`src/design/cpf_pkg.sv`:
```
// Shared types and constants for the command packet framer.
package cpf_pkg;

  // Header bytes and packet identifier.
  localparam logic [7:0] CPF_SYNC0 = 8'hEF;
  localparam logic [7:0] CPF_SYNC1 = 8'h01;
  localparam logic [7:0] CPF_IDENT = 8'h01;

  // Module address after reset.
  localparam logic [31:0] CPF_ADDR_RESET = 32'hFFFF_FFFF;

  // Largest payload count; larger counts saturate to it.
  localparam int CPF_MAX_PAYLOAD = 256;

  // Default depth of the queue between front and back.
  localparam int CPF_QUEUE_DEPTH = 4;

  // One classified payload byte as handed from front to back.
  typedef struct packed {
    logic [7:0]  payload_byte;
    logic        first;
    logic        last;
    logic [15:0] len;
    logic [15:0] sum;
  } cpf_cmd_t;

  // Status of the queue as seen by its neighbors.
  typedef struct packed {
    logic full;
    logic empty;
  } cpf_queue_status_t;

  typedef enum logic [2:0] {
    ST_IDLE,
    ST_HEADER,
    ST_PAYLOAD,
    ST_SUM_HI,
    ST_SUM_LO
  } cpf_state_t;

endpackage

```
`src/design/cpf_front.sv`:
```
// Front part: accepts payload bytes, tracks packet boundaries and the checksum.
module cpf_front
  import cpf_pkg::*;
(
  input  logic              clk,
  input  logic              rst,
  input  logic              s_tvalid,
  output logic              s_tready,
  input  logic [23:0]       s_tdata,   // payload_byte[7:0], payload_count[16:8]
  input  cpf_queue_status_t q_status,
  output logic              push,
  output cpf_cmd_t          push_cmd
);

  logic        in_packet;
  logic [8:0]  bytes_left;
  logic [15:0] running_sum;

  logic [7:0]  pl_byte;
  logic [8:0]  pl_count;
  logic [8:0]  count_sat;
  logic [15:0] len;
  logic [8:0]  left_base;
  logic [8:0]  left_after;
  logic [15:0] sum_base;
  logic [15:0] sum_after;
  logic        is_last;

  assign pl_byte  = s_tdata[7:0];
  assign pl_count = s_tdata[16:8];

  always_comb begin
    if (pl_count == 9'd0) begin
      count_sat = 9'd1;
    end else if (32'(pl_count) > 32'(CPF_MAX_PAYLOAD)) begin
      count_sat = 9'(CPF_MAX_PAYLOAD);
    end else begin
      count_sat = pl_count;
    end
  end

  assign len = 16'(count_sat) + 16'd2;

  always_comb begin
    if (in_packet) begin
      left_base = bytes_left;
      sum_base  = running_sum;
    end else begin
      left_base = count_sat;
      sum_base  = 16'(CPF_IDENT) + 16'(len[15:8]) + 16'(len[7:0]);
    end
  end

  assign sum_after  = sum_base + 16'(pl_byte);
  assign left_after = (left_base != 9'd0) ? left_base - 9'd1 : 9'd0;
  assign is_last    = (left_after == 9'd0);

  assign s_tready = !q_status.full;
  assign push     = s_tvalid && s_tready;

  always_comb begin
    push_cmd.payload_byte = pl_byte;
    push_cmd.first        = !in_packet;
    push_cmd.last         = is_last;
    push_cmd.len          = len;
    push_cmd.sum          = sum_after;
  end

  always_ff @(posedge clk) begin
    if (rst) begin
      in_packet   <= 1'b0;
      bytes_left  <= 9'd0;
      running_sum <= 16'd0;
    end else if (push) begin
      in_packet   <= !is_last;
      bytes_left  <= left_after;
      running_sum <= is_last ? 16'd0 : sum_after;
    end
  end

endmodule

```
`src/design/cpf_queue.sv`:
```
// Short queue of classified items between the front and back parts.
module cpf_queue
  import cpf_pkg::*;
#(
  parameter int DEPTH = CPF_QUEUE_DEPTH
)(
  input  logic              clk,
  input  logic              rst,
  input  logic              push,
  input  cpf_cmd_t          push_cmd,
  input  logic              pop,
  output cpf_cmd_t          head,
  output cpf_queue_status_t status
);

  localparam int PtrW = (DEPTH > 1) ? $clog2(DEPTH) : 1;
  localparam int CntW = $clog2(DEPTH + 1);

  cpf_cmd_t          entries [DEPTH];
  logic [PtrW-1:0]   wr_ptr;
  logic [PtrW-1:0]   rd_ptr;
  logic [CntW-1:0]   count;

  function automatic logic [PtrW-1:0] wrap_inc(input logic [PtrW-1:0] p);
    if (p == PtrW'(DEPTH - 1)) begin
      return '0;
    end
    return p + 1'b1;
  endfunction

  assign status.full  = (count == CntW'(DEPTH));
  assign status.empty = (count == '0);
  assign head         = entries[rd_ptr];

  always_ff @(posedge clk) begin
    if (push) begin
      entries[wr_ptr] <= push_cmd;
    end
  end

  always_ff @(posedge clk) begin
    if (rst) begin
      wr_ptr <= '0;
      rd_ptr <= '0;
      count  <= '0;
    end else begin
      if (push) begin
        wr_ptr <= wrap_inc(wr_ptr);
      end
      if (pop) begin
        rd_ptr <= wrap_inc(rd_ptr);
      end
      if (push && !pop) begin
        count <= count + 1'b1;
      end else if (pop && !push) begin
        count <= count - 1'b1;
      end
    end
  end

`ifndef ASSERT_OFF
  a_no_push_full: assert property (@(posedge clk) disable iff (rst)
    !(push && status.full && !pop))
    else $error("queue written while full");

  a_no_pop_empty: assert property (@(posedge clk) disable iff (rst)
    !(pop && status.empty))
    else $error("queue read while empty");

  a_count_bound: assert property (@(posedge clk) disable iff (rst)
    32'(count) <= DEPTH)
    else $error("queue count beyond depth");

  a_count_track: assert property (@(posedge clk) disable iff (rst)
    (push && !pop) |=> (count == $past(count) + 1'b1))
    else $error("queue count did not follow a write");
`endif

endmodule

```
`src/design/cpf_back.sv`:
```
// Back part: sequences header, payload and checksum bytes into the output register.
module cpf_back
  import cpf_pkg::*;
(
  input  logic              clk,
  input  logic              rst,
  input  logic [31:0]       module_address,
  input  cpf_cmd_t          head,
  input  cpf_queue_status_t q_status,
  output logic              pop,
  output logic              m_tvalid,
  input  logic              m_tready,
  output logic [7:0]        m_tdata,   // tx_byte[7:0]
  output logic              m_tlast
);

  localparam logic [3:0] HdrSync0  = 4'd0;
  localparam logic [3:0] HdrSync1  = 4'd1;
  localparam logic [3:0] HdrAddr3  = 4'd2;
  localparam logic [3:0] HdrAddr2  = 4'd3;
  localparam logic [3:0] HdrAddr1  = 4'd4;
  localparam logic [3:0] HdrAddr0  = 4'd5;
  localparam logic [3:0] HdrIdent  = 4'd6;
  localparam logic [3:0] HdrLenHi  = 4'd7;
  localparam logic [3:0] HdrLenLo  = 4'd8;

  cpf_state_t  state;
  cpf_state_t  state_next;
  logic [3:0]  hdr_idx;
  logic [3:0]  hdr_idx_next;
  cpf_cmd_t    cur;
  logic        advance;
  logic        load;
  logic        emit;
  logic [7:0]  emit_byte;
  logic        emit_end;
  logic [7:0]  hdr_byte;

  // The output register moves on when it is empty or being taken.
  assign advance = !m_tvalid || m_tready;

  always_comb begin
    state_next   = state;
    hdr_idx_next = hdr_idx;
    load         = 1'b0;
    case (state)
      ST_IDLE: begin
        load = !q_status.empty;
      end
      ST_HEADER: begin
        if (advance) begin
          if (hdr_idx == HdrLenLo) begin
            state_next = ST_PAYLOAD;
          end else begin
            hdr_idx_next = hdr_idx + 4'd1;
          end
        end
      end
      ST_PAYLOAD: begin
        if (advance) begin
          if (cur.last) begin
            state_next = ST_SUM_HI;
          end else begin
            load = 1'b1;
          end
        end
      end
      ST_SUM_HI: begin
        if (advance) begin
          state_next = ST_SUM_LO;
        end
      end
      ST_SUM_LO: begin
        load = advance;
      end
      default: begin
        state_next = ST_IDLE;
      end
    endcase
    // Finishing one item picks up the next one in the same cycle.
    if (load) begin
      hdr_idx_next = HdrSync0;
      if (q_status.empty) begin
        state_next = ST_IDLE;
      end else if (head.first) begin
        state_next = ST_HEADER;
      end else begin
        state_next = ST_PAYLOAD;
      end
    end
  end

  assign pop = load && !q_status.empty;

  always_comb begin
    case (hdr_idx)
      HdrSync0: hdr_byte = CPF_SYNC0;
      HdrSync1: hdr_byte = CPF_SYNC1;
      HdrAddr3: hdr_byte = module_address[31:24];
      HdrAddr2: hdr_byte = module_address[23:16];
      HdrAddr1: hdr_byte = module_address[15:8];
      HdrAddr0: hdr_byte = module_address[7:0];
      HdrIdent: hdr_byte = CPF_IDENT;
      HdrLenHi: hdr_byte = cur.len[15:8];
      HdrLenLo: hdr_byte = cur.len[7:0];
      default:  hdr_byte = 8'h00;
    endcase
  end

  always_comb begin
    emit      = 1'b0;
    emit_byte = 8'h00;
    emit_end  = 1'b0;
    case (state)
      ST_IDLE: begin
        emit = 1'b0;
      end
      ST_HEADER: begin
        emit      = 1'b1;
        emit_byte = hdr_byte;
      end
      ST_PAYLOAD: begin
        emit      = 1'b1;
        emit_byte = cur.payload_byte;
      end
      ST_SUM_HI: begin
        emit      = 1'b1;
        emit_byte = cur.sum[15:8];
      end
      ST_SUM_LO: begin
        emit      = 1'b1;
        emit_byte = cur.sum[7:0];
        emit_end  = 1'b1;
      end
      default: begin
        emit = 1'b0;
      end
    endcase
  end

  always_ff @(posedge clk) begin
    if (rst) begin
      state    <= ST_IDLE;
      hdr_idx  <= HdrSync0;
      m_tvalid <= 1'b0;
    end else begin
      state   <= state_next;
      hdr_idx <= hdr_idx_next;
      if (advance) begin
        m_tvalid <= emit;
      end
    end
  end

  always_ff @(posedge clk) begin
    if (pop) begin
      cur <= head;
    end
    if (advance) begin
      m_tdata <= emit_byte;
      m_tlast <= emit_end;
    end
  end

endmodule

```
`src/design/command_packet_framer_core.sv`:
```
// Top level of the command packet framer: front, queue, back and address register.
//
// Each accepted item is one payload byte. The first byte of a packet produces
// ten output items (two sync bytes, four address bytes, identifier, two length
// bytes and the byte itself), later bytes produce one, and the last byte adds
// two checksum bytes, the final one flagged with tlast. The back sequencer
// emits one output item per cycle through its output register while m_tready
// does not hold it off, so a packet of N payload bytes makes N + 11 output items.
// The front takes one input item per cycle while the queue (QUEUE_DEPTH entries)
// has room, so a packet's header and checksum time is absorbed by the queue and
// input backpressure. From idle, an accepted item goes via the queue, the back
// state and output registers. The module address is sampled when each header is sent.
module command_packet_framer_core
  import cpf_pkg::*;
#(
  parameter int QUEUE_DEPTH = CPF_QUEUE_DEPTH
)(
  input  logic        clk,
  input  logic        rst,
  input  logic        cfg_we,
  input  logic [31:0] cfg_wdata,   // module_address[31:0]
  input  logic        s_tvalid,
  output logic        s_tready,
  input  logic [23:0] s_tdata,     // payload_byte[7:0], payload_count[16:8], zero[23:17]
  output logic        m_tvalid,
  input  logic        m_tready,
  output logic [7:0]  m_tdata,     // tx_byte[7:0]
  output logic        m_tlast      // packet_end
);

  logic [31:0]       module_address;
  logic              push;
  cpf_cmd_t          push_cmd;
  logic              pop;
  cpf_cmd_t          head;
  cpf_queue_status_t q_status;

  always_ff @(posedge clk) begin
    if (rst) begin
      module_address <= CPF_ADDR_RESET;
    end else if (cfg_we) begin
      module_address <= cfg_wdata;
    end
  end

  cpf_front u_front (
    .clk      (clk),
    .rst      (rst),
    .s_tvalid (s_tvalid),
    .s_tready (s_tready),
    .s_tdata  (s_tdata),
    .q_status (q_status),
    .push     (push),
    .push_cmd (push_cmd)
  );

  cpf_queue #(
    .DEPTH (QUEUE_DEPTH)
  ) u_queue (
    .clk      (clk),
    .rst      (rst),
    .push     (push),
    .push_cmd (push_cmd),
    .pop      (pop),
    .head     (head),
    .status   (q_status)
  );

  cpf_back u_back (
    .clk            (clk),
    .rst            (rst),
    .module_address (module_address),
    .head           (head),
    .q_status       (q_status),
    .pop            (pop),
    .m_tvalid       (m_tvalid),
    .m_tready       (m_tready),
    .m_tdata        (m_tdata),
    .m_tlast        (m_tlast)
  );

endmodule
```
`config.mk`:
```
export PLATFORM = sky130hd
export DESIGN_NAME = command_packet_framer_core
export DESIGN_NICKNAME = d
export VERILOG_FILES = /design/src/design/cpf_pkg.sv /design/src/design/cpf_front.sv /design/src/design/cpf_queue.sv /design/src/design/cpf_back.sv /design/src/design/command_packet_framer_core.sv
export SDC_FILE = /design/constraint.sdc
export NUM_CORES = 1
export LEC_CHECK = 0
export BUFFER_PORTS_ARGS = -buffer_cell sky130_fd_sc_hd__buf_2
export CAP_MARGIN = 15
export CORE_ASPECT_RATIO = 1.25
export CORE_MARGIN = 3
export CORE_UTILIZATION = 55
export DETAILED_ROUTE_END_ITERATION = 8
export PLACE_DENSITY_LB_ADDON = 0.08
export SLEW_MARGIN = 20
export SYNTH_ARGS = -nofsm -noshare
export SYNTH_HDL_FRONTEND = slang
export SYNTH_SLANG_ARGS = --single-unit
```
`constraint.sdc`:
```
create_clock -name clk -period 4.6 [get_ports clk]
set_input_delay 0.92 -clock clk [delete_from_list [all_inputs] [get_ports clk]]
set_output_delay 0.92 -clock clk [all_outputs]
set_load 0.02 [all_outputs]
```
==> results.py, run 1 <==
metrics = {
    "sta": {
        "fmax_mhz": 227.1,
        "worst_pin_slew_ps": 968.7,
        "setup_viol": 0,
        "fin_crit_sh_pct": 95.71,
        "setup_slack_ps": 197.3,
        "maxSlewViolCount": 0,
        "rsz0062_at_grt": "false",
        "finalHoldViolCount": 0,
        "maxSlewHeadroom_pct": 35.42,
        "finalClockSkew_ps": 10.37,
        "layout_min_cycle_time_ps": 4403,
    },
    "final_layout": {
        "final_cell_mix": "188 x edfxtp_1, 73 x dfxtp_1, 67 x buf_4, 64 x buf_2, 62 x nand2_1",
        "nNetsFinal": 1052,
        "layout-drive-gt1-share_pct": 23.70,
        "area_growth_pct": 16.37,
        "diodes": 0,
        "fin_cells": 1253,
        "final_common_cell": "edfxtp_1",
    },
    "worst_setup_path": {
        "slowest_delay_ps": 530,
        "startpoint_type": "input port",
        "cp_num_buf_inv": 3,
        "end_kind": "flop",
        "crit_arrival_ps": 4730,
        "cp_slowest_cell": "or4_1",
        "cp.required_ps": 4930,
        "crit_family": "compound AO/OA/AOI/OAI gates",
        "cp_cell_sequence": "buf_2 -> nand2b_1 -> nor3_2 -> a31o_2 -> ha_1 -> buf_4 -> fa_1 -> a21oi_1 -> nor2_1 -> xnor2_2 -> o21ai_0 -> ha_1 -> o21a_1 -> o22ai_1 -> a21oi_2 -> inv_1 -> or4_1 -> a21oi_2",
        "crit_cells": 18,
        "rr_worst_depth": 11,
        "critPathMaxFanout": 4,
        "path_class": "in -> reg",
    },
    "routing": {
        "vias": 7392,
        "viasPerCell": 5.899,
        "drtIter0Drc": 559,
        "drtPass1Iterations": 5,
        "antenna_left": 0,
        "totalWireLength_mm": 24.77,
        "wl_per_cell_um": 19.77,
        "drcViolationCount": 0,
    },
    "synthesis": {
        "synth.cell_area_mm2": 0.01148,
        "synthFlopType": "edfxtp_1",
        "synth_top_area_share_pct": 49.16,
        "synth_area_leaders": "edfxtp_1 49%, dfxtp_1 13%, mux4_2 7.1%",
        "synthCells": 842,
        "yosys_warnings": 0,
        "ys_seq_area_share_pct": 62.24,
        "synth_area_leader_cell": "edfxtp_1",
        "ys_ff_latch": 263,
        "synth_edf_count": 188,
        "async_flop_share_pct": 0,
        "ys_types": 70,
        "syn_area_per_cell_um2": 13.64,
    },
    "clock_tree": {
        "post_cts_buffers": 0,
        "cts_buffer_depth": 3,
        "ctsResizeCount": 0,
        "path_clk_slew_ps": 60,
        "clock-sinks": 263,
        "htreeDepth": 1,
        "cts_buffers": 26,
        "clock_latency_ps": 510,
        "cts_tree": "built",
        "postCtsHoldBufs": 0,
        "cts-root-buf": "clkbuf_16",
    },
    "floorplanning": {
        "die_width_um": 135.2,
        "die_h_um": 167.6,
        "placementRows": 58,
        "core_area_mm2": 0.02032,
        "dieArea_mm2": 0.02266,
        "start_util_pct": 56.51,
        "io_pins": 72,
    },
    "place": {
        "gp_congestion": 0.9461,
        "port_buffers": 64,
        "pre_cts_ws_ps": -467.3,
        "dp_hpwl_mm": 16.78,
        "dp.cells": 1206,
    },
    "grt": {
        "grt_usage_pct": 21.90,
        "grt_pass1_wl_mm": 39.54,
        "overflow": 0,
        "grt_max_degree": 51,
        "grt_antenna_before_repair": 0,
        "grt_pass1_vias": 7536,
    },
    "pwr": {
        "vdd_drop_max_mv": 0.3393,
        "leakage_nw": 4.900,
        "p_per_area_mw_per_mm2": 539.5,
    },
    "run_status": {
        "outcome": "completed",
    },
    "run": {
        "maxCapViolCount": 0,
    },
    "min_path": {
        "hold_class": "reg -> reg",
        "min_path_cells": 2,
    },
}
[metal layers]
| metal | wire length, um | vias to the layer above | GRT usage [%] | part of all wire, % |
|---|---|---|---|---|
| li1 | - | 3469 | - | - |
| met1 | 10080 | 3667 | 27.95 | 41 |
| met2 | 12810 | 223 | 38.97 | 52 |
| met3 | 1259 | 33 | 2.915 | 5.1 |
| met4 | 627 | 0 | 6.532 | 2.5 |
| met5 | 0 | - | 0 | 0 |
[registers in the layout, indices dropped and copies added (netlist names), named ones only]
signal	cells
u_back.m_tdata	8
u_queue.wr_ptr	2
u_queue.rd_ptr	2
u_front.in_packet	1
u_back.cur	35
u_queue.count	3
u_back.m_tlast	1
u_front.bytes_left	9
u_front.running_sum	16
u_back.m_tvalid	1
u_back.hdr_idx	4
module_address	32
u_queue.entries	144
u_back.state	3
[path summary, 6_finish.rpt]
kind	end	from	slack, ps
setup reg to reg	u_front.running_sum[11]	u_front.in_packet	1040
hold reg to reg	module_address[15]	module_address[15]	470
hold / removal	module_address[15]	module_address[15]	470
setup / recovery	u_queue.entries[0][11]	s_tdata[16]	200
[layout make-up]
class	instances	area (um^2)
clock inverters	10	96.34
flip-flops and latches	263	7149
fillers	1473	6957
clock buffers	37	723.2
inverters	27	101.3
multi-input cells	515	4131
well taps	270	337.8
repair buffers	131	823.3
[kinds of logic (layout without fill, tap and decap cells)]
family                   Yosys count  in the layout  synth area share, %
AND/OR/NAND/NOR                  211            211                9.196
XOR/XNOR                          29             29                2.212
other                              1              5              0.03266
multiplexers                      69             69                10.22
buffers and inverters             68            205                2.277
AO/OA/AOI/OAI                    174            174                10.69
flip-flops                       263            263                62.24
adder cells (fa/ha/maj)           27             27                3.138
[tightest hold or removal path: cells and delay by family (launching register included)]
| kind | cells | cell delay (ps) |
|---|---|---|
| DFF | 1 | 320 |
| muxes | 1 | 60 |
| and+or+nand+nor | 1 | 60 |
[cell usage after synthesis, types with 4 or more instances]
library cell,count
nand4_1,4
dfxtp_1,75
a211oi_1,7
and2_1,7
mux2i_1,25
nor2b_1,21
o211ai_1,4
nor4_1,4
a21o_1,5
nor3_1,10
o22ai_1,11
xor2_1,11
ha_1,24
edfxtp_1,188
o21a_1,5
mux2_2,6
a221o_1,5
clkbuf_1,29
a21oi_1,36
mux4_2,36
nand2b_1,11
nor2_1,53
buf_1,7
xnor2_1,18
o21ai_0,25
or3_1,7
nand2_1,62
a211o_1,19
nand3_1,11
inv_1,25
buf_2,5
a22oi_1,15
a31oi_1,8
a22o_1,10
[per-stage QoR]
step | instance area (um^2) | power (mW) | setup TNS (ps) | hold WS, ps | util [%]
after floorplan | 11500 | 4.614 | 0 | 432.2 | -
after global placement | 12500 | 5.166 | -4330 | 450.3 | 61.52
after detailed placement | 12500 | 5.240 | -9517 | 457.7 | 61.52
after CTS | 13320 | 7.266 | 0 | 473.6 | 65.55
after global routing | 13360 | 7.575 | 0 | 501.1 | 65.76
final | 13360 | 7.210 | 0 | 471.9 | 65.76
[power by group]
group | internal [mW] | total [mW] | leakage [nW] | switching, mW
sequential | 3.13 | 3.40 | 2.40 | 0.273
combinational | 0.799 | 1.79 | 2.10 | 0.991
clock | 1.20 | 2.02 | 0.403 | 0.816
total | 5.13 | 7.21 | 4.90 | 2.08
No activity file was read; power rests on OpenSTA's default activity.
==> run 2, diff against run 1 <==
--- a/config.mk
+++ b/config.mk
@@ -7,9 +7,11 @@
 export LEC_CHECK = 0
 export BUFFER_PORTS_ARGS = -buffer_cell sky130_fd_sc_hd__buf_2
 export CAP_MARGIN = 15
+export CELL_PAD_IN_SITES_DETAIL_PLACEMENT = 2
+export CELL_PAD_IN_SITES_GLOBAL_PLACEMENT = 2
 export CORE_ASPECT_RATIO = 1.25
 export CORE_MARGIN = 3
-export CORE_UTILIZATION = 55
+export CORE_UTILIZATION = 39
 export DETAILED_ROUTE_END_ITERATION = 8
 export PLACE_DENSITY_LB_ADDON = 0.08
 export SLEW_MARGIN = 20
==> results.py, run 2 (same netlist as run 1, synthesis figures left out) <==
metrics = {
    "clock_tree": {
        "cts_buffer_depth": 3,
        "cts_buffers": 30,
        "clock-sinks": 263,
        "path_clk_slew_ps": 60,
        "cts-root-buf": "clkbuf_16",
        "clock_latency_ps": 560,
        "htreeDepth": 1,
        "cts_tree": "built",
    },
    "pwr": {
        "p_per_area_mw_per_mm2": 567.2,
        "leakage_nw": 5.036,
        "vdd_drop_max_mv": 0.2478,
    },
    "floorplanning": {
        "die_width_um": 159.5,
        "placementRows": 69,
        "dieArea_mm2": 0.03155,
        "die_h_um": 197.9,
        "start_util_pct": 39.94,
        "io_pins": 72,
        "core_area_mm2": 0.02875,
    },
    "sta": {
        "setup_viol": 0,
        "rsz0062_at_grt": "true",
        "fmax_mhz": 225.6,
        "maxSlewViolCount": 0,
        "layout_min_cycle_time_ps": 4433,
        "fin_crit_sh_pct": 96.38,
        "finalClockSkew_ps": 12.10,
        "maxSlewHeadroom_pct": 31.00,
        "worst_pin_slew_ps": 1026,
        "finalHoldViolCount": 0,
    },
    "worst_setup_path": {
        "startpoint_type": "input port",
        "end_kind": "flop",
        "cp.required_ps": 4890,
        "crit_path_start": "s_tdata[16]",
        "path_class": "in -> reg",
        "critPathMaxFanout": 4,
        "timing.rr.start": "u_front.in_packet",
        "r2r_slack_ps": 1110,
        "rr_worst_depth": 12,
        "crit_arrival_ps": 4720,
    },
    "routing": {
        "vias": 7603,
        "wl_per_cell_um": 24.17,
        "antenna_left": 0,
        "drtPass1Iterations": 4,
        "viasPerCell": 5.466,
        "drcViolationCount": 0,
        "totalWireLength_mm": 33.62,
        "drtIter0Drc": 370,
    },
    "min_path": {
        "min_path_cells": 2,
        "min_from": "u_front.running_sum[15]",
        "hold_class": "reg -> reg",
    },
    "grt": {
        "grt_antenna_before_repair": 0,
        "overflow": 0,
        "grt_pass1_wl_mm": 52.71,
        "grt_max_degree": 51,
        "use_met1_pct": 25.02,
        "top_usage_layer": "met2",
        "grt_usage_pct": 21.55,
        "grt_use_met2_pct": 40.31,
        "grt_pass1_vias": 8838,
        "use_met3_pct": 2.595,
    },
    "run_status": {
        "outcome": "completed",
    },
    "final_layout": {
        "diodes": 0,
        "largest_register_ffs": 144,
        "final_cell_mix": "188 x edfxtp_1, 76 x buf_4, 74 x dfxtp_1, 64 x buf_2, 62 x nand2_1",
        "nFillCells": 2837,
        "final_common_cell": "edfxtp_1",
        "largest_register": "u_queue.entries",
        "area_growth_pct": 19.92,
        "nNetsFinal": 1065,
        "fin_cells": 1391,
        "utilization_pct": 47.90,
        "layout-drive-gt1-share_pct": 25.47,
        "top_regs": "u_queue.entries x144, u_back.cur x35, module_address x32",
    },
    "place": {
        "port_buffers": 64,
        "dp_hpwl_mm": 23.53,
        "gp_congestion": 0.8266,
        "dp.cells": 1334,
    },
    "run": {
        "maxCapViolCount": 0,
    },
}
==> run 2: final cells by class <==
type                       instances  area (um^2)  share of cell area (%)
clock buffer                      40        798.3                   5.797
clock inverter                    16        193.9                   1.408
inverter                          27        101.3                  0.7360
multi-input combinational        515         4150                   30.14
sequential                       263         7148                   51.91
tap                              390        488.0                   3.544
timing repair buffer             140        890.9                   6.469
==> run 2: critical path, cell delays in order <==
cell and delay [ps]:
buf_2 100, nand2b_1 150, nor3_2 70, a31o_2 280, ha_1 310, ha_1 290, a21o_1 150, a21oi_2 80
nor2_1 200, nand4_1 160, xnor2_1 170, mux2_2 270, ha_1 200, or3_1 480, a211oi_2 280, nor2_1 140
nand3_1 140, xnor2_1 180, nor2_1 150
==> run 2: final timing paths <==
check	to
max	u_queue.entries[3][10]
max reg2reg	u_front.running_sum[13]
min	u_front.running_sum[15]
min reg2reg	u_front.running_sum[15]
==> run 2: per-stage QoR <==
stage | hold slack (ps) | area, um^2 | total power [mW] | worst slack [ps] | setup TNS (ps)
2_1_floorplan | 432.2 | 11500 | 4.614 | 19.96 | 0
3_5_place_dp | 462.0 | 12710 | 5.457 | -647.6 | -21210
5_1_grt | 511.0 | 13770 | 8.211 | -50.72 | -541.2
4_1_cts | 470.7 | 13710 | 7.894 | -30.57 | -146.3
3_3_place_gp | 443.4 | 12710 | 5.263 | -333.4 | -7421
6_report | 467.4 | 13770 | 7.810 | 166.7 | 0
==> run 2: report_power, final <==
group	switching (mW)	total, mW	internal, mW
Clock	0.956	2.40	1.44
Combinational	1.20	2.02	0.822
Sequential	0.257	3.39	3.13
==> run 2: what timing repair did <==
| action | 4_1_cts | 5_1_grt |
|---|---|---|
| resized for setup | 1 | 12 |
| buffers inserted | 0 | 1 |
| gates cloned | 0 | 0 |
| endpoints found under the setup margin | 13 | 39 |
| pin swaps | 0 | 1 |
| hold buffers | 0 | 0 |
==> run 2: routing by layer <==
layer,routed length [um],vias up
li1,-,3477
met1,13240,3897
met2,17930,162
met3,1064,67
met4,1383,0
met5,0,-
==> run 3, diff against run 2 <==
--- a/config.mk
+++ b/config.mk
@@ -11,10 +11,12 @@
 export CELL_PAD_IN_SITES_GLOBAL_PLACEMENT = 2
 export CORE_ASPECT_RATIO = 1.25
 export CORE_MARGIN = 3
-export CORE_UTILIZATION = 39
+export CORE_UTILIZATION = 40
 export DETAILED_ROUTE_END_ITERATION = 8
+export MAX_ROUTING_LAYER = met4
 export PLACE_DENSITY_LB_ADDON = 0.08
 export SLEW_MARGIN = 20
 export SYNTH_ARGS = -nofsm -noshare
 export SYNTH_HDL_FRONTEND = slang
+export SYNTH_HIERARCHICAL = 1
 export SYNTH_SLANG_ARGS = --single-unit
==> results.py, run 3 <==
metrics = {
    "run_status": {
        "outcome": "completed",
    },
    "worst_setup_path": {
        "r2r_end": "u_queue/entries[3][12]",
        "cp_common_cell": "o21ai_0",
        "startpoint_type": "input port",
        "cp_slowest_cell": "a41oi_1",
        "r2r_slack_ps": 1320,
        "cp_num_buf_inv": 3,
        "crit_arrival_ps": 4770,
        "rr_worst_depth": 13,
        "cp.required_ps": 5080,
        "crit_family": "compound AO/OA/AOI/OAI gates",
        "end_kind": "flop",
        "path_class": "in -> reg",
        "slowest_delay_ps": 420,
        "timing.rr.start": "u_front/in_packet",
        "cp_cell_sequence": "buf_2 -> and3_1 -> and3_1 -> a31oi_1 -> buf_4 -> ha_1 -> nor2b_1 -> o21ai_0 -> buf_4 -> xor2_1 -> o21ai_0 -> ha_1 -> a21o_1 -> a21oi_1 -> nand2_1 -> a41oi_1 -> o21ai_0 -> nand2b_1 -> a211oi_1",
        "critPathMaxFanout": 4,
    },
    "sta": {
        "layout_min_cycle_time_ps": 4293,
        "setup_viol": 0,
        "rsz0062_at_grt": "true",
        "maxSlewHeadroom_pct": 31.92,
        "finalClockSkew_ps": 16.05,
        "finalHoldViolCount": 0,
        "setup_tns_ps": 0,
        "fin_crit_sh_pct": 93.32,
        "worst_pin_slew_ps": 1020,
        "maxSlewViolCount": 0,
        "fmax_mhz": 233.0,
    },
    "clock_tree": {
        "cts_tree": "built",
        "clock_latency_ps": 560,
        "htreeDepth": 1,
        "cts-root-buf": "clkbuf_16",
        "cts_buffers": 30,
        "clock-sinks": 293,
        "path_clk_slew_ps": 60,
        "cts_buffer_depth": 3,
    },
    "grt": {
        "overflow": 0,
        "grt_usage_pct": 20.55,
        "grt_pass1_wl_mm": 53.52,
        "grt_pass1_vias": 8870,
        "grt_antenna_before_repair": 0,
        "grt_max_degree": 65,
    },
    "synthesis": {
        "ys_ff_latch": 293,
        "synthTopCellsByCount": "218 x edfxtp_1, 75 x dfxtp_1, 55 x nor2_1",
        "muxShareOfSynthArea_pct": 9.141,
        "yosys.area_share.adder_pct": 2.792,
        "synth_edf_count": 218,
        "yosysMostFrequentCell": "edfxtp_1",
        "synthCells": 888,
        "synth_simple_gate_area_share_pct": 9.064,
        "synth_area_leaders": "edfxtp_1 51%, dfxtp_1 12%, mux4_2 7.0%",
        "synth_top_area_share_pct": 50.72,
        "ys_types": 81,
        "synth_xor_area_share_pct": 2.239,
        "synth_area_leader_cell": "edfxtp_1",
        "synth_top_family_by_area": "compound AO/OA/AOI/OAI gates",
        "yosys_warnings": 6,
        "synth.cell_area_mm2": 0.01291,
        "synthFlopType": "edfxtp_1",
        "synth_compound_area_share_pct": 10.17,
        "async_flop_share_pct": 0,
        "ys_seq_area_share_pct": 62.35,
        "syn_area_per_cell_um2": 14.54,
    },
    "floorplanning": {
        "start_util_pct": 41.17,
        "die_width_um": 166.7,
        "dieArea_mm2": 0.03447,
        "core_area_mm2": 0.03135,
        "die_h_um": 206.8,
        "io_pins": 72,
        "placementRows": 72,
    },
    "place": {
        "dp.cells": 1366,
        "placed_area_mm2": 0.01380,
        "dp_hpwl_mm": 24.27,
        "port_buffers": 64,
        "gp_congestion": 0.8062,
    },
    "final_layout": {
        "utilization_pct": 47.43,
        "final_common_cell": "edfxtp_1",
        "nNetsFinal": 1080,
        "fin_cells": 1423,
        "layout-drive-gt1-share_pct": 25.20,
        "top_regs": "u_queue/entries x168, u_back/cur x41, module_address x32",
        "final_cell_mix": "218 x edfxtp_1, 73 x dfxtp_1, 65 x buf_4, 63 x buf_2, 54 x nor2_1",
        "largest_register_ffs": 168,
        "diodes": 0,
        "largest_register": "u_queue/entries",
        "area_growth_pct": 15.20,
        "final_area_mm2": 0.01487,
    },
    "routing": {
        "vias": 7740,
        "drtPass1Iterations": 4,
        "antenna_left": 0,
        "viasPerCell": 5.439,
        "totalWireLength_mm": 34.13,
        "drtIter0Drc": 393,
        "drcViolationCount": 0,
        "wl_per_cell_um": 23.98,
    },
    "run": {
        "maxCapViolCount": 0,
    },
    "min_path": {
        "min_path_cells": 2,
        "hold_class": "reg -> reg",
        "min_to": "u_front/running_sum[6]",
        "min_from": "u_front/running_sum[6]",
    },
    "pwr": {
        "leakage_nw": 5.306,
        "p_per_area_mw_per_mm2": 540.9,
        "vdd_drop_max_mv": 0.2988,
    },
}
## run 3: tightest hold or removal path, delay by kind of cell (launching register included)
family	cells	cell delay, ps
DFF	1	310
and+or+nand+nor	1	70
AOI/OAI and AO/OA	1	50
## run 3: repair_timing
action / in CTS / in global routing
hold buffers: 0 / 0
resized for setup: 0 / 5
endpoints found under the setup margin: 0 / 33
buffers inserted: 0 / 1
## run 3: area by class of cell
type	instances	area [um^2]
Timing Repair Buffer	128	803.3
Tap cell	407	509.2
Multi-Input combinational cell	517	4378
Inverter	22	82.58
Fill cell	3009	16480
Clock inverter	17	190.2
Clock buffer	39	855.8
Sequential cell	293	8050
## run 3: how the worst max path moves through the flow
stage,from,cells after the start,slack (ps),to
after global routing,s_tdata[8],21,-40,u_front/running_sum[10]
after global placement,s_tdata[8],18,-200,u_queue/entries[0][15]
after detailed placement,s_tdata[8],20,-360,u_queue/entries[0][9]
after CTS,s_tdata[8],18,240,u_queue/entries[0][15]
after floorplan,s_tdata[16],17,120,u_front/running_sum[14]
final,s_tdata[13],19,310,u_front/running_sum[15]
## run 3: through the flow
step	worst slack, ps	power [mW]	hold slack (ps)
CTS	241.7	8.161	479.6
detailed placement	-358.9	5.583	462.5
finish	307.2	8.043	472.7
global placement	-202.7	5.420	456.3
floorplan	122.9	4.899	442.2
global route	-42.55	8.451	501.0
## run 3: routing by layer
layer  vias up  part of all wire, %  wire [um]  global-route usage (%)
met1      3989                   40      13750                   23.49
met2       119                   55      18670                   39.05
li1       3595                    -          -                       -
met4         0                  1.6        529                   4.391
met3        37                  3.4       1175                   2.381
met5         -                    0          0                       -
## run 3: power breakdown
part | internal, mW | leakage (nW) | switching (mW)
logic | 0.712 | 2.13 | 1.05
registers | 3.49 | 2.66 | 0.244
clock network | 1.53 | 0.516 | 1.02
## run 3: kinds of logic (layout without fill, tap and decap cells)
logic type / count (synthesis) / after routing
adder cells (fa/ha/maj): 27 / 27
flip-flops: 293 / 293
XOR/XNOR: 33 / 33
multiplexers: 64 / 64
AND/OR/NAND/NOR: 214 / 214
AO/OA/AOI/OAI: 170 / 170
buffers and inverters: 86 / 206
other: 1 / 9
